==> src/hw/rtl/c_subset_lexer_defines.svh <==
// assertion macros for the lexer
`ifndef C_SUBSET_LEXER_DEFINES_SVH
`define C_SUBSET_LEXER_DEFINES_SVH
`define CSL_ASSERT(lbl, clk, rstn, prop, msg) \
  lbl: assert property (@(posedge clk) disable iff (!rstn) (prop)) else $error(msg);
`define CSL_ASSERT_NEXT(lbl, clk, rstn, pre, post, msg) \
  lbl: assert property (@(posedge clk) disable iff (!rstn) (pre) |=> (post)) else $error(msg);
`endif

==> src/hw/rtl/csl_pkg.sv <==
// shared types and constants of the lexer
package csl_pkg;
  localparam logic [2:0] KIND_TEXT = 3'd0;
  localparam logic [2:0] KIND_EOF = 3'd1;
  localparam logic [2:0] KIND_INT = 3'd2;
  localparam logic [2:0] KIND_IDENT = 3'd3;
  localparam logic [2:0] KIND_STR = 3'd4;
  localparam logic [2:0] KIND_OP = 3'd5;
  localparam logic [2:0] KIND_KW = 3'd6;
  localparam logic [2:0] KIND_ERR = 3'd7;
  localparam logic [1:0] ERR_CHAR = 2'd0;
  localparam logic [1:0] ERR_STR = 2'd1;
  localparam logic [1:0] ERR_LIMIT = 2'd2;
  localparam logic [23:0] LINE_MAX = 24'hFFFFFF;

  typedef enum logic [2:0] {
    M_IDLE, M_NUM, M_IDENT, M_STR, M_ESC, M_COMMENT, M_PEND, M_HALT
  } mode_e;

  typedef struct packed {
    logic [2:0]  kind;
    logic [7:0]  text;
    logic [63:0] ival;
    logic [4:0]  op;
    logic [2:0]  kw;
    logic [1:0]  err;
    logic [23:0] line;
  } res_t;

  typedef struct packed {
    logic [1:0] n;
    res_t r0;
    res_t r1;
  } step_t;

  function automatic logic [4:0] single_idx(input logic [7:0] c);
    logic [4:0] r;
    begin
      r = 5'd31;
      case (c)
        8'h2B: r = 5'd0;  8'h2D: r = 5'd1;  8'h2A: r = 5'd2;  8'h2F: r = 5'd3;
        8'h25: r = 5'd4;  8'h3D: r = 5'd5;  8'h3C: r = 5'd6;  8'h3E: r = 5'd7;
        8'h21: r = 5'd8;  8'h28: r = 5'd9;  8'h29: r = 5'd10; 8'h7B: r = 5'd11;
        8'h7D: r = 5'd12; 8'h3B: r = 5'd13; 8'h2C: r = 5'd14;
        default: r = 5'd31;
      endcase
      return r;
    end
  endfunction

  function automatic logic [7:0] kw_char(input logic [2:0] k, input logic [2:0] p);
    logic [47:0] s;
    begin
      case (k)
        3'd0: s = {24'd0, "tni"};
        3'd1: s = {32'd0, "fi"};
        3'd2: s = {16'd0, "esle"};
        3'd3: s = {8'd0, "elihw"};
        3'd4: s = {8'd0, "tnirp"};
        3'd5: s = "nruter";
        3'd6: s = {16'd0, "niam"};
        default: s = '0;
      endcase
      return s[p*8 +: 8];
    end
  endfunction

  function automatic logic [7:0] kw_len(input logic [2:0] k);
    case (k)
      3'd0: return 8'd3; 3'd1: return 8'd2; 3'd2: return 8'd4; 3'd3: return 8'd5;
      3'd4: return 8'd5; 3'd5: return 8'd6; 3'd6: return 8'd4;
      default: return 8'd0;
    endcase
  endfunction
endpackage

==> src/hw/rtl/csl_core.sv <==
// lexer state and per-character decision logic
module csl_core import csl_pkg::*; #(
  parameter int TOKEN_LIMIT = 65536,
  parameter int TEXT_MAX = 255
) (
  input  logic       clk_i,
  input  logic       rst_ni,
  input  logic       step_i,
  input  logic [7:0] char_i,
  output step_t      res_o
);
  localparam logic [17:0] TokLim = 18'(TOKEN_LIMIT);
  localparam logic [7:0]  TxtMax = 8'(TEXT_MAX);

  mode_e mode_q, mode_d;
  logic [7:0] pend_q, pend_d, len_q, len_d;
  logic [63:0] acc_q, acc_d;
  logic [6:0] hits_q, hits_d;
  logic [23:0] line_q, line_d, tline_q, tline_d;
  logic [17:0] cnt_q, cnt_d;
  step_t s;

  function automatic logic is_sp(input logic [7:0] c);
    return c == 8'h20 || (c >= 8'h09 && c <= 8'h0D);
  endfunction
  function automatic logic is_dg(input logic [7:0] c);
    return c >= "0" && c <= "9";
  endfunction
  function automatic logic is_al(input logic [7:0] c);
    return (c >= "a" && c <= "z") || (c >= "A" && c <= "Z") || c == "_";
  endfunction

  always_comb begin
    logic [7:0] c, t;
    logic [4:0] idx;
    logic [4:0] pr;
    logic do_start, fail_on;
    logic [1:0] fcode;
    res_t r;
    c = char_i;
    mode_d = mode_q; pend_d = pend_q; len_d = len_q; acc_d = acc_q;
    hits_d = hits_q; line_d = line_q; tline_d = tline_q; cnt_d = cnt_q;
    s = '0;
    do_start = 1'b0; fail_on = 1'b0; fcode = ERR_CHAR;
    t = c; idx = 5'd0; pr = 5'd31;
    r = '0;
    unique case (mode_q)
      M_IDLE: do_start = 1'b1;
      M_NUM: begin
        if (is_dg(c)) begin
          acc_d = (acc_q << 3) + (acc_q << 1) + 64'(c - "0");
        end else begin
          r = '0; r.kind = KIND_INT; r.ival = acc_q; r.line = tline_q;
          s.r0 = r; s.n = 2'd1; cnt_d = cnt_q + 18'd1; do_start = 1'b1;
        end
      end
      M_IDENT: begin
        if ((is_al(c) || is_dg(c)) && len_q < TxtMax) begin
          for (int k = 0; k < 7; k++)
            if (len_q >= kw_len(3'(k)) || kw_char(3'(k), len_q[2:0]) != c)
              hits_d[k] = 1'b0;
          len_d = len_q + 8'd1;
          r = '0; r.kind = KIND_TEXT; r.text = c; r.line = tline_q;
          s.r0 = r; s.n = 2'd1;
        end else begin
          r = '0; r.kind = KIND_IDENT; r.line = tline_q;
          for (int k = 0; k < 7; k++)
            if (hits_q[k] && kw_len(3'(k)) == len_q) begin
              r.kind = KIND_KW; r.kw = 3'(k);
            end
          s.r0 = r; s.n = 2'd1; cnt_d = cnt_q + 18'd1; do_start = 1'b1;
        end
      end
      M_STR: begin
        if (len_q >= TxtMax) begin
          if (c == 8'h22) begin
            r = '0; r.kind = KIND_STR; r.line = tline_q; s.r0 = r; s.n = 2'd1;
            cnt_d = cnt_q + 18'd1; mode_d = M_IDLE;
          end else begin
            fail_on = 1'b1; fcode = ERR_STR;
          end
        end else if (c == 8'h00) begin
          fail_on = 1'b1; fcode = ERR_STR;
        end else if (c == 8'h22) begin
          r = '0; r.kind = KIND_STR; r.line = tline_q; s.r0 = r; s.n = 2'd1;
          cnt_d = cnt_q + 18'd1; mode_d = M_IDLE;
        end else if (c == 8'h5C) begin
          mode_d = M_ESC;
        end else begin
          r = '0; r.kind = KIND_TEXT; r.text = c; r.line = tline_q; s.r0 = r; s.n = 2'd1;
          len_d = len_q + 8'd1;
        end
      end
      M_ESC: begin
        if (c == 8'h00) begin
          fail_on = 1'b1; fcode = ERR_STR;
        end else begin
          if (c == "n") t = 8'h0A;
          else if (c == "t") t = 8'h09;
          r = '0; r.kind = KIND_TEXT; r.text = t; r.line = tline_q; s.r0 = r; s.n = 2'd1;
          len_d = len_q + 8'd1; mode_d = M_STR;
        end
      end
      M_COMMENT: begin
        if (c == 8'h00) do_start = 1'b1;
        else if (c == 8'h0A) begin
          if (line_q < LINE_MAX) line_d = line_q + 24'd1;
          mode_d = M_IDLE;
        end
      end
      M_PEND: begin
        if (c == "=") begin
          case (pend_q)
            "=": pr = 5'd15; "!": pr = 5'd16; "<": pr = 5'd17; ">": pr = 5'd18;
            default: pr = 5'd31;
          endcase
        end else if (c == "&" && pend_q == "&") pr = 5'd19;
        else if (c == "|" && pend_q == "|") pr = 5'd20;
        idx = single_idx(pend_q);
        if (pr != 5'd31) begin
          r = '0; r.kind = KIND_OP; r.op = pr; r.line = tline_q; s.r0 = r; s.n = 2'd1;
          cnt_d = cnt_q + 18'd1; mode_d = M_IDLE;
        end else if (pend_q == "/" && c == "/") begin
          mode_d = M_COMMENT;
        end else if (pend_q == "/" && cnt_q >= TokLim) begin
          fail_on = 1'b1; fcode = ERR_LIMIT;
        end else if (idx == 5'd31) begin
          fail_on = 1'b1; fcode = ERR_CHAR;
        end else begin
          r = '0; r.kind = KIND_OP; r.op = idx; r.line = tline_q; s.r0 = r; s.n = 2'd1;
          cnt_d = cnt_q + 18'd1; do_start = 1'b1;
        end
      end
      M_HALT: ;
      default: ;
    endcase

    if (do_start) begin
      mode_d = M_IDLE;
      r = '0;
      if (c == 8'h00) begin
        r.kind = KIND_EOF; r.line = line_q;
        mode_d = M_IDLE; pend_d = '0; acc_d = '0; len_d = '0; hits_d = '1;
        line_d = 24'd1; tline_d = 24'd1; cnt_d = '0;
      end else if (c == 8'h0A) begin
        if (line_q < LINE_MAX) line_d = line_q + 24'd1;
      end else if (!is_sp(c)) begin
        tline_d = line_q;
        idx = single_idx(c);
        if (c == "/") begin
          mode_d = M_PEND; pend_d = c;
        end else if (cnt_d >= TokLim) begin
          fail_on = 1'b1; fcode = ERR_LIMIT;
        end else if (is_dg(c)) begin
          mode_d = M_NUM; acc_d = 64'(c - "0");
        end else if (is_al(c)) begin
          mode_d = M_IDENT; len_d = 8'd1;
          for (int k = 0; k < 7; k++)
            hits_d[k] = (kw_char(3'(k), 3'd0) == c);
          r.kind = KIND_TEXT; r.text = c; r.line = line_q;
        end else if (c == 8'h22) begin
          mode_d = M_STR; len_d = '0;
        end else if (c == "=" || c == "!" || c == "<" || c == ">" || c == "&"
                     || c == "|") begin
          mode_d = M_PEND; pend_d = c;
        end else if (idx != 5'd31) begin
          r.kind = KIND_OP; r.op = idx; r.line = line_q; cnt_d = cnt_d + 18'd1;
        end else begin
          fail_on = 1'b1; fcode = ERR_CHAR;
        end
      end
      if (c == 8'h00 || (!fail_on && (mode_d == M_IDENT
          || (r.kind == KIND_OP && r.line == line_q && mode_d == M_IDLE
              && c != 8'h0A && !is_sp(c))))) begin
        if (s.n == 2'd0) begin s.r0 = r; s.n = 2'd1; end
        else begin s.r1 = r; s.n = 2'd2; end
      end
    end

    if (fail_on) begin
      r = '0; r.kind = KIND_ERR; r.err = fcode; r.line = line_q;
      if (s.n == 2'd0) begin s.r0 = r; s.n = 2'd1; end
      else begin s.r1 = r; s.n = 2'd2; end
      mode_d = M_HALT;
    end
  end

  assign res_o = s;

  always_ff @(posedge clk_i or negedge rst_ni) begin
    if (!rst_ni) begin
      mode_q <= M_IDLE; pend_q <= '0; acc_q <= '0; len_q <= '0; hits_q <= '1;
      line_q <= 24'd1; tline_q <= 24'd1; cnt_q <= '0;
    end else if (step_i) begin
      mode_q <= mode_d; pend_q <= pend_d; acc_q <= acc_d; len_q <= len_d;
      hits_q <= hits_d; line_q <= line_d; tline_q <= tline_d; cnt_q <= cnt_d;
    end
  end
endmodule

==> src/hw/rtl/csl_outq.sv <==
// result queue that hands out up to two results per request
module csl_outq import csl_pkg::*; (
  input  logic        clk_i,
  input  logic        rst_ni,
  input  logic        push_i,
  input  step_t       step_i,
  output logic        space_o,
  output logic        valid_o,
  input  logic        ready_i,
  output res_t        res_o,
  output logic        last_o
);
  res_t r0_q, r1_q;
  logic [1:0] n_q;
  logic pop;
  assign pop = valid_o && ready_i;
  assign valid_o = n_q != 2'd0;
  assign res_o = r0_q;
  assign last_o = n_q == 2'd1;
  assign space_o = n_q == 2'd0 || (n_q == 2'd1 && pop);

  always_ff @(posedge clk_i or negedge rst_ni) begin
    if (!rst_ni) begin
      n_q <= '0;
    end else if (push_i && step_i.n != 2'd0) begin
      n_q <= step_i.n;
    end else if (pop) begin
      n_q <= n_q - 2'd1;
    end
  end

  always_ff @(posedge clk_i) begin
    if (push_i && step_i.n != 2'd0) begin
      r0_q <= step_i.r0;
      r1_q <= step_i.r1;
    end else if (pop) begin
      r0_q <= r1_q;
    end
  end

  `include "c_subset_lexer_defines.svh"
  `CSL_ASSERT(a_push_room, clk_i, rst_ni, !(push_i && step_i.n != 2'd0) || space_o, "push overflow")
  `CSL_ASSERT(a_n_range, clk_i, rst_ni, n_q != 2'd3, "bad count")
  `CSL_ASSERT_NEXT(a_pop_dec, clk_i, rst_ni, pop && n_q == 2'd2 && !push_i, n_q == 2'd1, "pop lost")
endmodule

==> src/hw/rtl/c_subset_lexer.sv <==
// top level of the streaming lexer
// channel | dir | signals
// input   | in  | char_valid_i char_ready_o char_byte_i
// result  | out | res_valid_o res_ready_i result_kind_o .. last_of_run_o
// one character per cycle while char_ready_o is high; each request gives zero to two results
// results of a request are held in a two-entry queue and leave one a cycle while res_ready_i is high
// a new request is taken when the queue is empty or while its last result is being taken
// reset returns all lexer state to its start values and empties the queue
module c_subset_lexer import csl_pkg::*; #(
  parameter int TOKEN_LIMIT = 65536,
  parameter int TEXT_MAX = 255
) (
  input  logic               clk_i,
  input  logic               rst_ni,
  input  logic               char_valid_i,
  output logic               char_ready_o,
  input  logic [7:0]         char_byte_i,
  output logic               res_valid_o,
  input  logic               res_ready_i,
  output logic [2:0]         result_kind_o,
  output logic [7:0]         text_byte_o,
  output logic signed [63:0] int_value_o,
  output logic [4:0]         op_code_o,
  output logic [2:0]         keyword_index_o,
  output logic [1:0]         error_code_o,
  output logic [23:0]        line_number_o,
  output logic               last_of_run_o
);
  step_t st;
  res_t r;
  logic acc;
  assign acc = char_valid_i && char_ready_o;

  csl_core #(.TOKEN_LIMIT(TOKEN_LIMIT), .TEXT_MAX(TEXT_MAX)) u_core (
    .clk_i, .rst_ni, .step_i(acc), .char_i(char_byte_i), .res_o(st)
  );
  csl_outq u_q (
    .clk_i, .rst_ni, .push_i(acc), .step_i(st), .space_o(char_ready_o),
    .valid_o(res_valid_o), .ready_i(res_ready_i), .res_o(r), .last_o(last_of_run_o)
  );
  assign result_kind_o = r.kind;
  assign text_byte_o = r.text;
  assign int_value_o = r.ival;
  assign op_code_o = r.op;
  assign keyword_index_o = r.kw;
  assign error_code_o = r.err;
  assign line_number_o = r.line;
endmodule
==> config.mk <==
export PLATFORM = sky130hd
export DESIGN_NAME = c_subset_lexer
export DESIGN_NICKNAME = d
export VERILOG_FILES = /design/src/hw/rtl/csl_pkg.sv /design/src/hw/rtl/csl_core.sv /design/src/hw/rtl/csl_outq.sv /design/src/hw/rtl/c_subset_lexer.sv
export VERILOG_INCLUDE_DIRS = /design/src /design/src/hw/rtl
export SDC_FILE = /design/constraint.sdc
export NUM_CORES = 1
export LEC_CHECK = 0
export BUFFER_PORTS_ARGS = -buffer_cell sky130_fd_sc_hd__buf_2
export CAP_MARGIN = 10
export CORE_MARGIN = 1.5
export CORE_UTILIZATION = 35
export CTS_BUF_LIST = sky130_fd_sc_hd__clkbuf_8
export DETAILED_ROUTE_END_ITERATION = 8
export PLACE_DENSITY = 0.52
export SYNTH_ARGS = -nofsm -noshare
export SYNTH_HDL_FRONTEND = slang
export SYNTH_SLANG_ARGS = --single-unit
==> constraint.sdc <==
create_clock -name clk_i -period 12.1 [get_ports clk_i]
set_clock_uncertainty 0.2 [all_clocks]
set_input_delay 3.025 -clock clk_i [delete_from_list [all_inputs] [get_ports clk_i]]
set_output_delay 3.025 -clock clk_i [all_outputs]
set_load 0.05 [all_outputs]
==> results of run 1 <==
==> cell usage in the layout, fill, tap and decap left out, types with 33 or more instances in the layout <==
| cell type | netlist | routed |
|---|---|---|
| a21o_1 | 51 | 51 |
| a21oi_1 | 205 | 204 |
| a31oi_1 | 37 | 37 |
| and2_1 | 42 | 41 |
| and3_1 | 97 | 97 |
| buf_2 | 21 | 123 |
| clkbuf_8 | 0 | 64 |
| dfrtp_1 | 149 | 149 |
| edfxtp_1 | 151 | 151 |
| fa_1 | 61 | 61 |
| ha_1 | 82 | 82 |
| inv_1 | 68 | 83 |
| mux2i_1 | 33 | 33 |
| nand2_1 | 271 | 269 |
| nand3_1 | 60 | 60 |
| nand4_1 | 36 | 36 |
| nor2_1 | 146 | 146 |
| nor3_1 | 53 | 53 |
| o21ai_0 | 228 | 227 |
| xnor2_1 | 52 | 52 |
| xor2_1 | 50 | 50 |
==> power groups by stage <==
| stage | Clock [mW] | Sequential [mW] | Combinational, mW |
|---|---|---|---|
| 2_1_floorplan | 0 | 2.28 | 1.33 |
| 3_3_place_gp | 0 | 1.71 | 2.55 |
| 3_5_place_dp | 0 | 1.71 | 2.58 |
| 4_1_cts | 1.11 | 1.69 | 2.59 |
| 5_1_grt | 1.15 | 1.73 | 2.80 |
| 6_report | 1.07 | 1.69 | 2.59 |
==> per-layer routing <==
layer  GRT usage [%]  up-vias  wire length [um]
li1                -     9261                 -
met1            30.6     9668             33500
met2            34.2      655             32700
met3            3.33      115              4090
met4            6.63        0              1910
met5               0        -                 0
==> critical path: cells and delay by family <==
family | cells | cell delay [ns]
adders and majority gates | 2 | 0.82
AOI/OAI and AO/OA | 6 | 1.45
and+or+nand+nor | 7 | 2.16
buffers and inverters | 4 | 1.53
==> worst max-delay path by stage <==
stage / start / end / slack (ns) / cells after the start
after detailed placement: char_byte_i[4] / u_q.res_o[92] / 2.40 / 19
after global placement: char_byte_i[4] / u_q.res_o[32] / 2.69 / 20
after CTS: char_byte_i[4] / u_q.res_o[95] / 3.13 / 19
after global routing: char_byte_i[4] / u_q.res_o[32] / 2.69 / 20
final: char_byte_i[4] / u_q.res_o[95] / 3.00 / 19
after floorplan: char_byte_i[4] / u_q.res_o[0] / 2.11 / 21
==> per-stage QoR <==
step | std cells | hold WS, ns
final | 3429 | 0.280
after global routing | 3429 | 0.302
after CTS | 3425 | 0.284
after detailed placement | 3317 | 0.270
after global placement | 3317 | 0.261
after floorplan | 2490 | 0.248
==> Yosys cell counts (all sizes together), types with 50 or more instances <==
cell type / instances
a21o: 51
a21oi: 209
and3: 97
clkbuf: 133
dfrtp: 149
edfxtp: 151
fa: 61
ha: 82
inv: 69
nand2: 271
nand3: 61
nor2: 150
nor3: 57
o21ai: 264
xnor2: 52
xor2: 50
==> state kept, by name (all words and copies together) (netlist names) <==
signal and count:
u_q.n_q 2, u_core.line_q 24, u_core.hits_q 7, u_q.r1_q 42, u_core.len_q 8, u_q.res_o 109, u_core.acc_q 64, u_core.tline_q 24
u_core.mode_q 3, u_core.cnt_q 18, u_core.pend_q 8
==> logic make-up (layout without fill, tap and decap cells) <==
group	Yosys count	after routing	synth area share (%)
muxes	41	41	1.86
other	1	5	0.0166
adders and majority gates	144	144	9.99
DFF	309	309	37.6
buffers and inverters	241	332	4.41
and+or+nand+nor	858	858	19.6
AOI/OAI and AO/OA	792	792	22.6
xor gates and xnor gates	102	102	3.95
==> layout make-up <==
type / instances / area (um^2) / share of cell area (%)
flip-flops and latches: 309 / 8500 / 33.9
inverters: 69 / 262 / 1.04
diodes: 2 / 5.00 / 0.0199
multi-input cells: 1940 / 13200 / 52.5
repair buffers: 155 / 872 / 3.48
clock inverters: 44 / 339 / 1.35
clock buffers: 64 / 881 / 3.51
well taps: 846 / 1060 / 4.22
==> qor.csv, run 1 <==
stage;metric;value;unit
sta;fmax;0.110;GHz
drt;DR iter-0 viols;1855;
pwr;Logic pwr share;48.4;%
flow_run;max_cap viols;0;
synthesis;predominant post-synthesis flop cell;edfxtp_1;
sta;fin crit period;9.10;ns
worst_setup_path;Startpoint Class;primary input;
synthesis;synthesized cell area;22600;um^2
clocking;Worst-path clk slew;0.06;ns
synthesis;Synth Instances;2488;
worst_setup_path;reg2reg end;u_q.res_o[95];
sta;setup slack after layout;3.00;ns
synthesis;top cells by area, synth;edfxtp_1 (20%), dfrtp_1 (17%), fa_1 (5.4%);
synthesis;post-synth top area share;20.1;%
worst_hold_path;hold path cells;2;
sta;Worst-Margin Slew;1.06;ns
grt;GR Overflow Total;0;
grt;vias in the first global route;19488;
synthesis;EDFF count, synth;151;
sta;max-slew violations;0;
drt;average wire per standard cell;21.0;um
floorplanning;Die Ht;257;um
finish;fin util;39.6;%
synthesis;Ys Warns;0;
synthesis;Post-synth ARST share;51.1;%
worst_setup_path;crit end category;flip-flop;
sta;RSZ-0062 raised after global routing;no;
worst_setup_path;R2R setup slack;5.34;ns
placed_design;Detail Placement HPWL;51000;um
worst_setup_path;Crit-path slowest cell;buf_4;
placed_design;Routability Congestion;0.939;
clocking;H-tree levels;2;
synthesis;Seq cells post-synth;309;
finish;Fillers;6399;
pwr;Static Leak;10.7;nW
pwr;Worst VDD drop;107;uV
worst_setup_path;crit path max fanout;69;
sta;crit share post-route;75.2;%
sta;final setup fails;0;
pwr;Switch Pwr;2.58;mW
worst_setup_path;arrival time at the worst endpoint;9.17;ns
pwr;Sequential Power Share;31.6;%
worst_setup_path;CP Cell Sequence;buf_2 > ha_1 > or3b_2 > nor3_1 > o21ai_1 > nand3_1 > o31ai_4 > o31a_4 > nor2_2 > o211ai_1 > a41oi_2 > inv_2 > ha_1 > nor2_1 > nor2_1 > a221oi_4 > buf_4 > nand2_4 > buf_4;
clocking;number of setup buffers added after CTS;0;
clocking;Clock Path Buffers;3;
finish;Final Instance Area;25100;um^2
placed_design;I/O Buffers;123;
synthesis;Seq/Total Area, Yosys;37.6;%
sta;Slew headroom;28.9;%
drt;drt drc;0;
finish;layout cells sized above 1;13.1;%
clocking;# hold bufs at CTS;0;
worst_hold_path;Hold EP;u_core.tline_q[14];
drt;vias per cell;5.74;
drt;Final ANT Viol Nets;0;
worst_hold_path;HP Start;u_core.tline_q[14];
synthesis;synth unique cells;113;
clocking;Root Driver;clkbuf_8;
worst_setup_path;worst reg2reg startpoint;u_core.pend_q[6];
worst_setup_path;CP max stage delay;0.70;ns
floorplanning;die area;66100;um^2
floorplanning;I/O Pins;124;
worst_setup_path;Crit path required time;12.18;ns
floorplanning;Core Area;63400;um^2
pwr;Internal;2.77;mW
grt;initial antenna violation count;2;
clocking;PostCTS Resize Cnt;0;
worst_hold_path;worst hold path class;flip-flop to flip-flop;
grt;largest net degree at the start of global routing;94;
synthesis;synthesized area per cell;9.08;um^2
worst_setup_path;crit path kind;primary input to flip-flop;
clocking;CTS buffer count;58;
drt;DRT Wirelength;72100;um
outcome;outcome;completed;
pwr;Clk pwr share;20.0;%
drt;drt pass-1 iters;5;
drt;via count;19699;
clocking;CTS tree;yes;
synthesis;area leader, netlist;edfxtp_1;
floorplanning;Initial Utilization;35.6;%
pwr;Switching Fraction;48.2;%
clocking;clk_lat worst skew;0.68;ns
sta;setup total negative slack;0;ns
placed_design;placed instance area;23800;um^2
clocking;clock sinks;309;
grt;GRT Util Overall;21.7;%
floorplanning;Die Wd;257;um
finish;final-stage net count;2688;
grt;first-pass GRT wire length;115000;um
pwr;PD cells;213;nW/um^2
finish;Area Overhead vs Synth;11.1;%
floorplanning;FP Rows;92;
placed_design;DP Worst Slack;2.40;ns
pwr;power after layout;5.35;mW
sta;Hold Violations, Final;0;
worst_setup_path;reg2reg path depth;17;
Note: power is estimated with default switching activity, not from simulation.
==> run 2: changes to the inputs <==
--- a/config.mk
+++ b/config.mk
@@ -12,7 +12,7 @@
 export CORE_UTILIZATION = 35
 export CTS_BUF_LIST = sky130_fd_sc_hd__clkbuf_8
 export DETAILED_ROUTE_END_ITERATION = 8
-export PLACE_DENSITY = 0.52
+export PLACE_DENSITY = 0.53
 export SYNTH_ARGS = -nofsm -noshare
 export SYNTH_HDL_FRONTEND = slang
 export SYNTH_SLANG_ARGS = --single-unit
==> constraint.sdc (replaced) <==
create_clock -name clk_i -period 8.2 [get_ports clk_i]
set_clock_uncertainty 0.2 [all_clocks]
set_input_delay 2.05 -clock clk_i [delete_from_list [all_inputs] [get_ports clk_i]]
set_output_delay 2.05 -clock clk_i [all_outputs]
set_load 0.05 [all_outputs]
==> run 2 against run 1 <==
Cell count increased by 0.87%. Sequential power increased by 48%. Critical path type unchanged. Global-route usage decreased by 0.20 points. Clock power increased by 47%. Setup slack got worse by 1.9 ns. Flip-flop and latch count unchanged. Critical path depth unchanged. Die area unchanged. Via count increased by 1.4%. Highest routed layer unchanged. Design area increased by 1.1%. Count of clock-buffer cells in the layout increased by 4.
==> qor.csv, run 2 (same netlist as run 1, synthesis figures left out) <==
stage;metric;value;unit
outcome;outcome;completed;
drt;average wire per standard cell;20.7;um
drt;vias per cell;5.77;
clocking;number of setup buffers added after CTS;0;
clocking;clock sinks;309;
finish;fin util;40.0;%
pwr;Switch Pwr;3.79;mW
finish;most frequent cells in the layout;nand2_1 (269), o21ai_0 (227), a21oi_1 (204);
sta;Worst-Margin Slew;1.09;ns
sta;Slew headroom;27.1;%
pwr;PD cells;312;nW/um^2
placed_design;Detail Placement HPWL;51100;um
floorplanning;Initial Utilization;35.6;%
worst_setup_path;CP delay by family, top;simple AND/OR/NAND/NOR gates;
placed_design;placed instance area;24100;um^2
sta;crit share post-route;86.9;%
worst_setup_path;arrival time at the worst endpoint;7.37;ns
drt;drt pass-1 iters;7;
clocking;H-tree levels;2;
sta;Hold Violations, Final;0;
worst_hold_path;hold path cells;2;
floorplanning;die area;66100;um^2
worst_setup_path;crit path from;char_byte_i[5];
floorplanning;Core Area;63400;um^2
worst_setup_path;CP max stage delay;0.55;ns
pwr;Worst VDD drop;270;uV
finish;layout cells sized above 1;14.1;%
placed_design;I/O Buffers;123;
drt;DR iter-0 viols;1735;
sta;fmax;0.140;GHz
sta;setup total negative slack;0;ns
clocking;# hold bufs at CTS;0;
grt;GRT Util Overall;21.5;%
worst_setup_path;critical path depth;19;
pwr;Sequential Power Share;31.6;%
finish;final-stage net count;2715;
worst_hold_path;worst hold path class;flip-flop to flip-flop;
finish;Area Overhead vs Synth;12.3;%
clocking;CTS tree;yes;
worst_setup_path;reg2reg end;u_q.res_o[25];
pwr;Static Leak;10.8;nW
clocking;Root Driver;clkbuf_8;
floorplanning;Die Wd;257;um
worst_setup_path;Crit-path slowest cell;and4b_1;
sta;max-slew violations;0;
grt;largest net degree at the start of global routing;107;
finish;Fillers;6379;
finish;Final Instance Area;25400;um^2
finish;commonest non-fill, non-tap cell in the layout;nand2_1;
placed_design;Routability Congestion;0.953;
drt;Final ANT Viol Nets;0;
pwr;Clk pwr share;19.8;%
drt;DRT Wirelength;71600;um
grt;initial antenna violation count;2;
grt;vias in the first global route;19783;
pwr;Internal;4.13;mW
floorplanning;I/O Pins;124;
finish;max FFs per register;109;
clocking;clk_lat worst skew;0.69;ns
worst_setup_path;critical path endpoint;u_q.res_o[25];
grt;GR Overflow Total;0;
grt;first-pass GRT wire length;114000;um
worst_setup_path;reg2reg path depth;17;
worst_setup_path;crit path kind;primary input to flip-flop;
flow_run;max_cap viols;0;
worst_setup_path;crit path max fanout;24;
sta;fin crit period;7.12;ns
worst_setup_path;Startpoint Class;primary input;
pwr;power after layout;7.91;mW
drt;via count;19971;
clocking;CTS buffer count;58;
sta;Hold WS;0.279;ns
worst_setup_path;R2R setup slack;2.31;ns
clocking;Worst-path clk slew;0.06;ns
sta;final setup fails;0;
worst_setup_path;Crit path required time;8.44;ns
worst_setup_path;crit end category;flip-flop;
worst_setup_path;CP Cell Sequence;buf_2 > ha_1 > or3b_2 > nor3_1 > o21ai_1 > nand3_1 > nor3_2 > and4b_1 > o21ai_1 > a21oi_2 > a41oi_2 > inv_2 > ha_1 > nor2_1 > nor2_1 > a221oi_4 > buf_4 > nor3_1 > a22o_1;
worst_setup_path;worst reg2reg startpoint;u_core.pend_q[6];
clocking;Clock Path Buffers;3;
floorplanning;FP Rows;92;
sta;RSZ-0062 raised after global routing;no;
pwr;Logic pwr share;48.5;%
floorplanning;Die Ht;257;um
clocking;PostCTS Resize Cnt;0;
worst_setup_path;crit path buf inv count;3;
pwr;Switching Fraction;47.9;%
drt;drt drc;0;
[run 2: changes by cell type in the layout (fill, tap and decap cells not counted)]
cell        previous run  this run
inv_4                  1         0
clkinvlp_4             4         3
bufinv_16              4         3
clkbuf_8              64        68
diode_2                2         3
buf_2                123       122
buf_4                 30        53
clkinv_1               9         8
inv_16                 1         0
inv_6                  0         1
clkinv_2               6         8
buf_12                 1         6
[run 2: power groups by stage]
stage	logic (mW)	registers, mW	clock network (mW)
detailed placement	3.83	2.53	0
finish	3.84	2.50	1.57
floorplan	1.97	3.34	0
global route	4.14	2.56	1.69
CTS	3.85	2.51	1.63
global placement	3.77	2.53	0
[run 2: final cells by class]
class                           instances  area, um^2  area share (%)
Multi-Input combinational cell       1940       13200            51.9
Timing Repair Buffer                  182        1140            4.49
Sequential cell                       309        8500            33.5
Clock buffer                           68         936            3.69
Antenna cell                            3        7.51          0.0296
Tap cell                              846        1060            4.17
Clock inverter                         42         289            1.14
Inverter                               69         263            1.04
[run 2: metal layers]
layer / up-vias / global-route usage, % / part of all wire, %
li1: 9333 / - / -
met1: 9829 / 29.8 / 46
met2: 662 / 34.4 / 46
met3: 147 / 3.05 / 5.3
met4: 0 / 7.39 / 3.0
met5: - / 0 / 0
[run 2: metrics by stage]
| step | worst slack, ns | cells |
|---|---|---|
| after floorplan | 0.0221 | 2490 |
| after global placement | 0.617 | 3346 |
| after detailed placement | 0.474 | 3346 |
| after CTS | 1.22 | 3456 |
| after global routing | 0.762 | 3459 |
| final | 1.08 | 3459 |
[run 2: worst min path at each step]
| stage | startpoint | to | slack [ns] |
|---|---|---|---|
| 2_1_floorplan | u_core.tline_q[20] | u_core.tline_q[20] | 0.25 |
| 4_1_cts | u_core.tline_q[11] | u_core.tline_q[11] | 0.28 |
| 3_3_place_gp | u_core.tline_q[10] | u_core.tline_q[10] | 0.26 |
| 6_report | u_core.tline_q[12] | u_core.tline_q[12] | 0.28 |
| 3_5_place_dp | u_core.tline_q[4] | u_core.tline_q[4] | 0.27 |
| 5_1_grt | u_core.hits_q[5] | u_core.hits_q[5] | 0.30 |
[run 2: worst register-to-register path, cell delays in order, from the launching register on]
cell and delay, ns:
dfrtp_1 0.50, or4b_1 0.81, o22ai_1 0.33, a21oi_1 0.20, a31oi_4 0.34, nor3_2 0.12
and4b_1 0.55, o21ai_1 0.15, a21oi_2 0.30, a41oi_2 0.21, inv_2 0.17, ha_1 0.28
nor2_1 0.12, nor2_1 0.09, a221oi_4 0.50, buf_4 0.41, nor3_1 0.15, a22o_1 0.21
==> run 3: changes to the inputs <==
--- a/config.mk
+++ b/config.mk
@@ -10,7 +10,7 @@
 export CAP_MARGIN = 10
 export CORE_MARGIN = 1.5
 export CORE_UTILIZATION = 35
-export CTS_BUF_LIST = sky130_fd_sc_hd__clkbuf_8
+export CTS_CLUSTER_SIZE = 8
 export DETAILED_ROUTE_END_ITERATION = 8
 export PLACE_DENSITY = 0.53
 export SYNTH_ARGS = -nofsm -noshare
==> run 3 against run 2 <==
Combinational power is essentially flat. Clock power is 18% higher. Critical path depth unchanged. Via count decreased by 0.54%. Register-to-register slack hardly changed. Utilization rose by 0.28 points. Sequential power about the same. Non-clock buffer count is the same. Design area increased by 0.69%.
==> qor.csv, run 3 (same netlist as run 1, synthesis figures left out) <==
stage;metric;value;unit
clocking;CTS buffer count;46;
outcome;outcome;completed;
finish;final-stage net count;2703;
floorplanning;FP Rows;92;
placed_design;I/O Buffers;123;
worst_hold_path;worst hold path class;flip-flop to flip-flop;
clocking;# hold bufs at CTS;0;
placed_design;placed insts;3346;
worst_setup_path;crit path kind;primary input to flip-flop;
finish;commonest non-fill, non-tap cell in the layout;nand2_1;
drt;DRT Wirelength;72000;um
sta;setup slack after layout;0.969;ns
sta;crit share post-route;88.2;%
drt;DR iter-0 viols;1803;
grt;GR Overflow Total;0;
sta;Worst-Margin Slew;1.06;ns
placed_design;DP Worst Slack;0.474;ns
worst_setup_path;CP Cell Sequence;buf_2 > ha_1 > or3b_2 > nor3_1 > o21ai_1 > nand3_1 > nor3_2 > and4b_1 > o21ai_1 > a21oi_2 > a41oi_2 > inv_2 > ha_1 > nor2_1 > nor2_1 > a221oi_4 > buf_4 > nor3_1 > a22o_1;
worst_hold_path;HP Start;u_core.tline_q[10];
grt;initial antenna violation count;1;
finish;Area Overhead vs Synth;13.1;%
placed_design;Detail Placement HPWL;51100;um
floorplanning;die area;66100;um^2
clocking;clk_lat worst skew;0.62;ns
flow_run;max_cap viols;0;
floorplanning;Core Area;63400;um^2
worst_setup_path;Startpoint Class;primary input;
finish;max FFs per register;109;
sta;RSZ-0062 raised after global routing;no;
clocking;clock sinks;309;
finish;Finished Layout Cells;3430;
grt;GRT Util Overall;21.6;%
worst_setup_path;arrival time at the worst endpoint;7.39;ns
floorplanning;Die Wd;257;um
pwr;Switching Fraction;46.8;%
pwr;Worst VDD drop;285;uV
sta;max-slew violations;0;
pwr;Static Leak;10.8;nW
worst_setup_path;crit path from;char_byte_i[5];
pwr;Internal;4.36;mW
pwr;Logic pwr share;46.9;%
finish;number of diodes;0;
clocking;Worst-path clk slew;0.05;ns
worst_setup_path;Crit path required time;8.36;ns
finish;most frequent cells in the layout;nand2_1 (269), o21ai_0 (227), a21oi_1 (204);
pwr;Clk pwr share;22.6;%
drt;via count;19863;
sta;fin crit period;7.23;ns
grt;first-pass GRT wire length;115000;um
pwr;Sequential Power Share;30.5;%
clocking;Root Driver;clkbuf_16;
clocking;CTS tree;yes;
clocking;Clock Path Buffers;3;
floorplanning;Initial Utilization;35.6;%
sta;setup total negative slack;0;ns
clocking;H-tree levels;2;
sta;fmax;0.138;GHz
pwr;power after layout;8.20;mW
clocking;number of setup buffers added after CTS;0;
worst_setup_path;crit path max fanout;24;
drt;Final ANT Viol Nets;0;
sta;final setup fails;0;
placed_design;Routability Congestion;0.953;
clocking;PostCTS Resize Cnt;0;
grt;vias in the first global route;19665;
grt;largest net degree at the start of global routing;107;
drt;drt pass-1 iters;6;
drt;vias per cell;5.79;
worst_setup_path;worst reg2reg startpoint;u_core.pend_q[6];
worst_setup_path;crit end category;flip-flop;
sta;Hold WS;0.277;ns
placed_design;placed instance area;24100;um^2
drt;average wire per standard cell;21.0;um
worst_setup_path;CP max stage delay;0.53;ns
floorplanning;Die Ht;257;um
sta;Slew headroom;29.2;%
finish;Final Instance Area;25500;um^2
drt;drt drc;0;
pwr;Switch Pwr;3.84;mW
worst_setup_path;Crit-path slowest cell;and4b_1;
pwr;PD cells;321;nW/um^2
floorplanning;I/O Pins;124;
sta;Hold Violations, Final;0;
finish;fin util;40.3;%
finish;layout cells sized above 1;13.1;%
finish;Fillers;6346;
-- run 3: changes by cell type in the layout (fill, tap and decap cells not counted), moves of 3 or more --
cell,delta
bufinv_16,-3
clkbuf_1,+29
clkbuf_8,-66
clkinv_1,-8
inv_1,-17
diode_2,-3
clkbuf_16,+47
clkinv_2,-5
-- run 3: per-layer routing --
layer	vias up	wire (um)	global-route usage [%]
met4	0	2030	7.03
li1	9303	-	-
met1	9762	32700	30.2
met3	127	4130	3.00
met5	-	0	0
met2	671	33100	34.4
-- run 3: power groups by stage --
stage                     Sequential (mW)  Combinational, mW  Clock, mW
final                                2.50               3.85       1.85
after global routing                 2.56               4.14       1.96
after CTS                            2.51               3.85       1.91
after detailed placement             2.53               3.83          0
after global placement               2.53               3.77          0
after floorplan                      3.34               1.97          0
-- run 3: final timing paths --
| path | to | slack [ns] | cells after the start |
|---|---|---|---|
| max in group asynchronous | u_core.acc_q[2] | 5.26 | 2 |
| hold reg to reg | u_core.tline_q[10] | 0.28 | 2 |
| setup reg to reg | u_q.res_o[25] | 2.30 | 17 |
| min in group asynchronous | u_core.pend_q[0] | 1.33 | 1 |
| hold / removal | u_core.tline_q[10] | 0.28 | 2 |
| setup / recovery | u_q.res_o[25] | 0.97 | 19 |
-- run 3: final cells by class --
cell class                      count  area [um^2]  share of cell area [%]
Multi-Input combinational cell   1940        13200                    51.6
Sequential cell                   309         8500                    33.3
Clock buffer                       78         1310                    5.14
Timing Repair Buffer              182         1140                    4.46
Tap cell                          846         1060                    4.14
Inverter                           69          263                    1.03
Clock inverter                      6         95.1                   0.372
-- run 3: critical path: cells and delay by family --
family / cells / cell delay, ns
fa+ha+maj: 2 / 0.74
buf+inv: 3 / 0.90
simple gates: 8 / 2.12
compound gates: 6 / 1.56
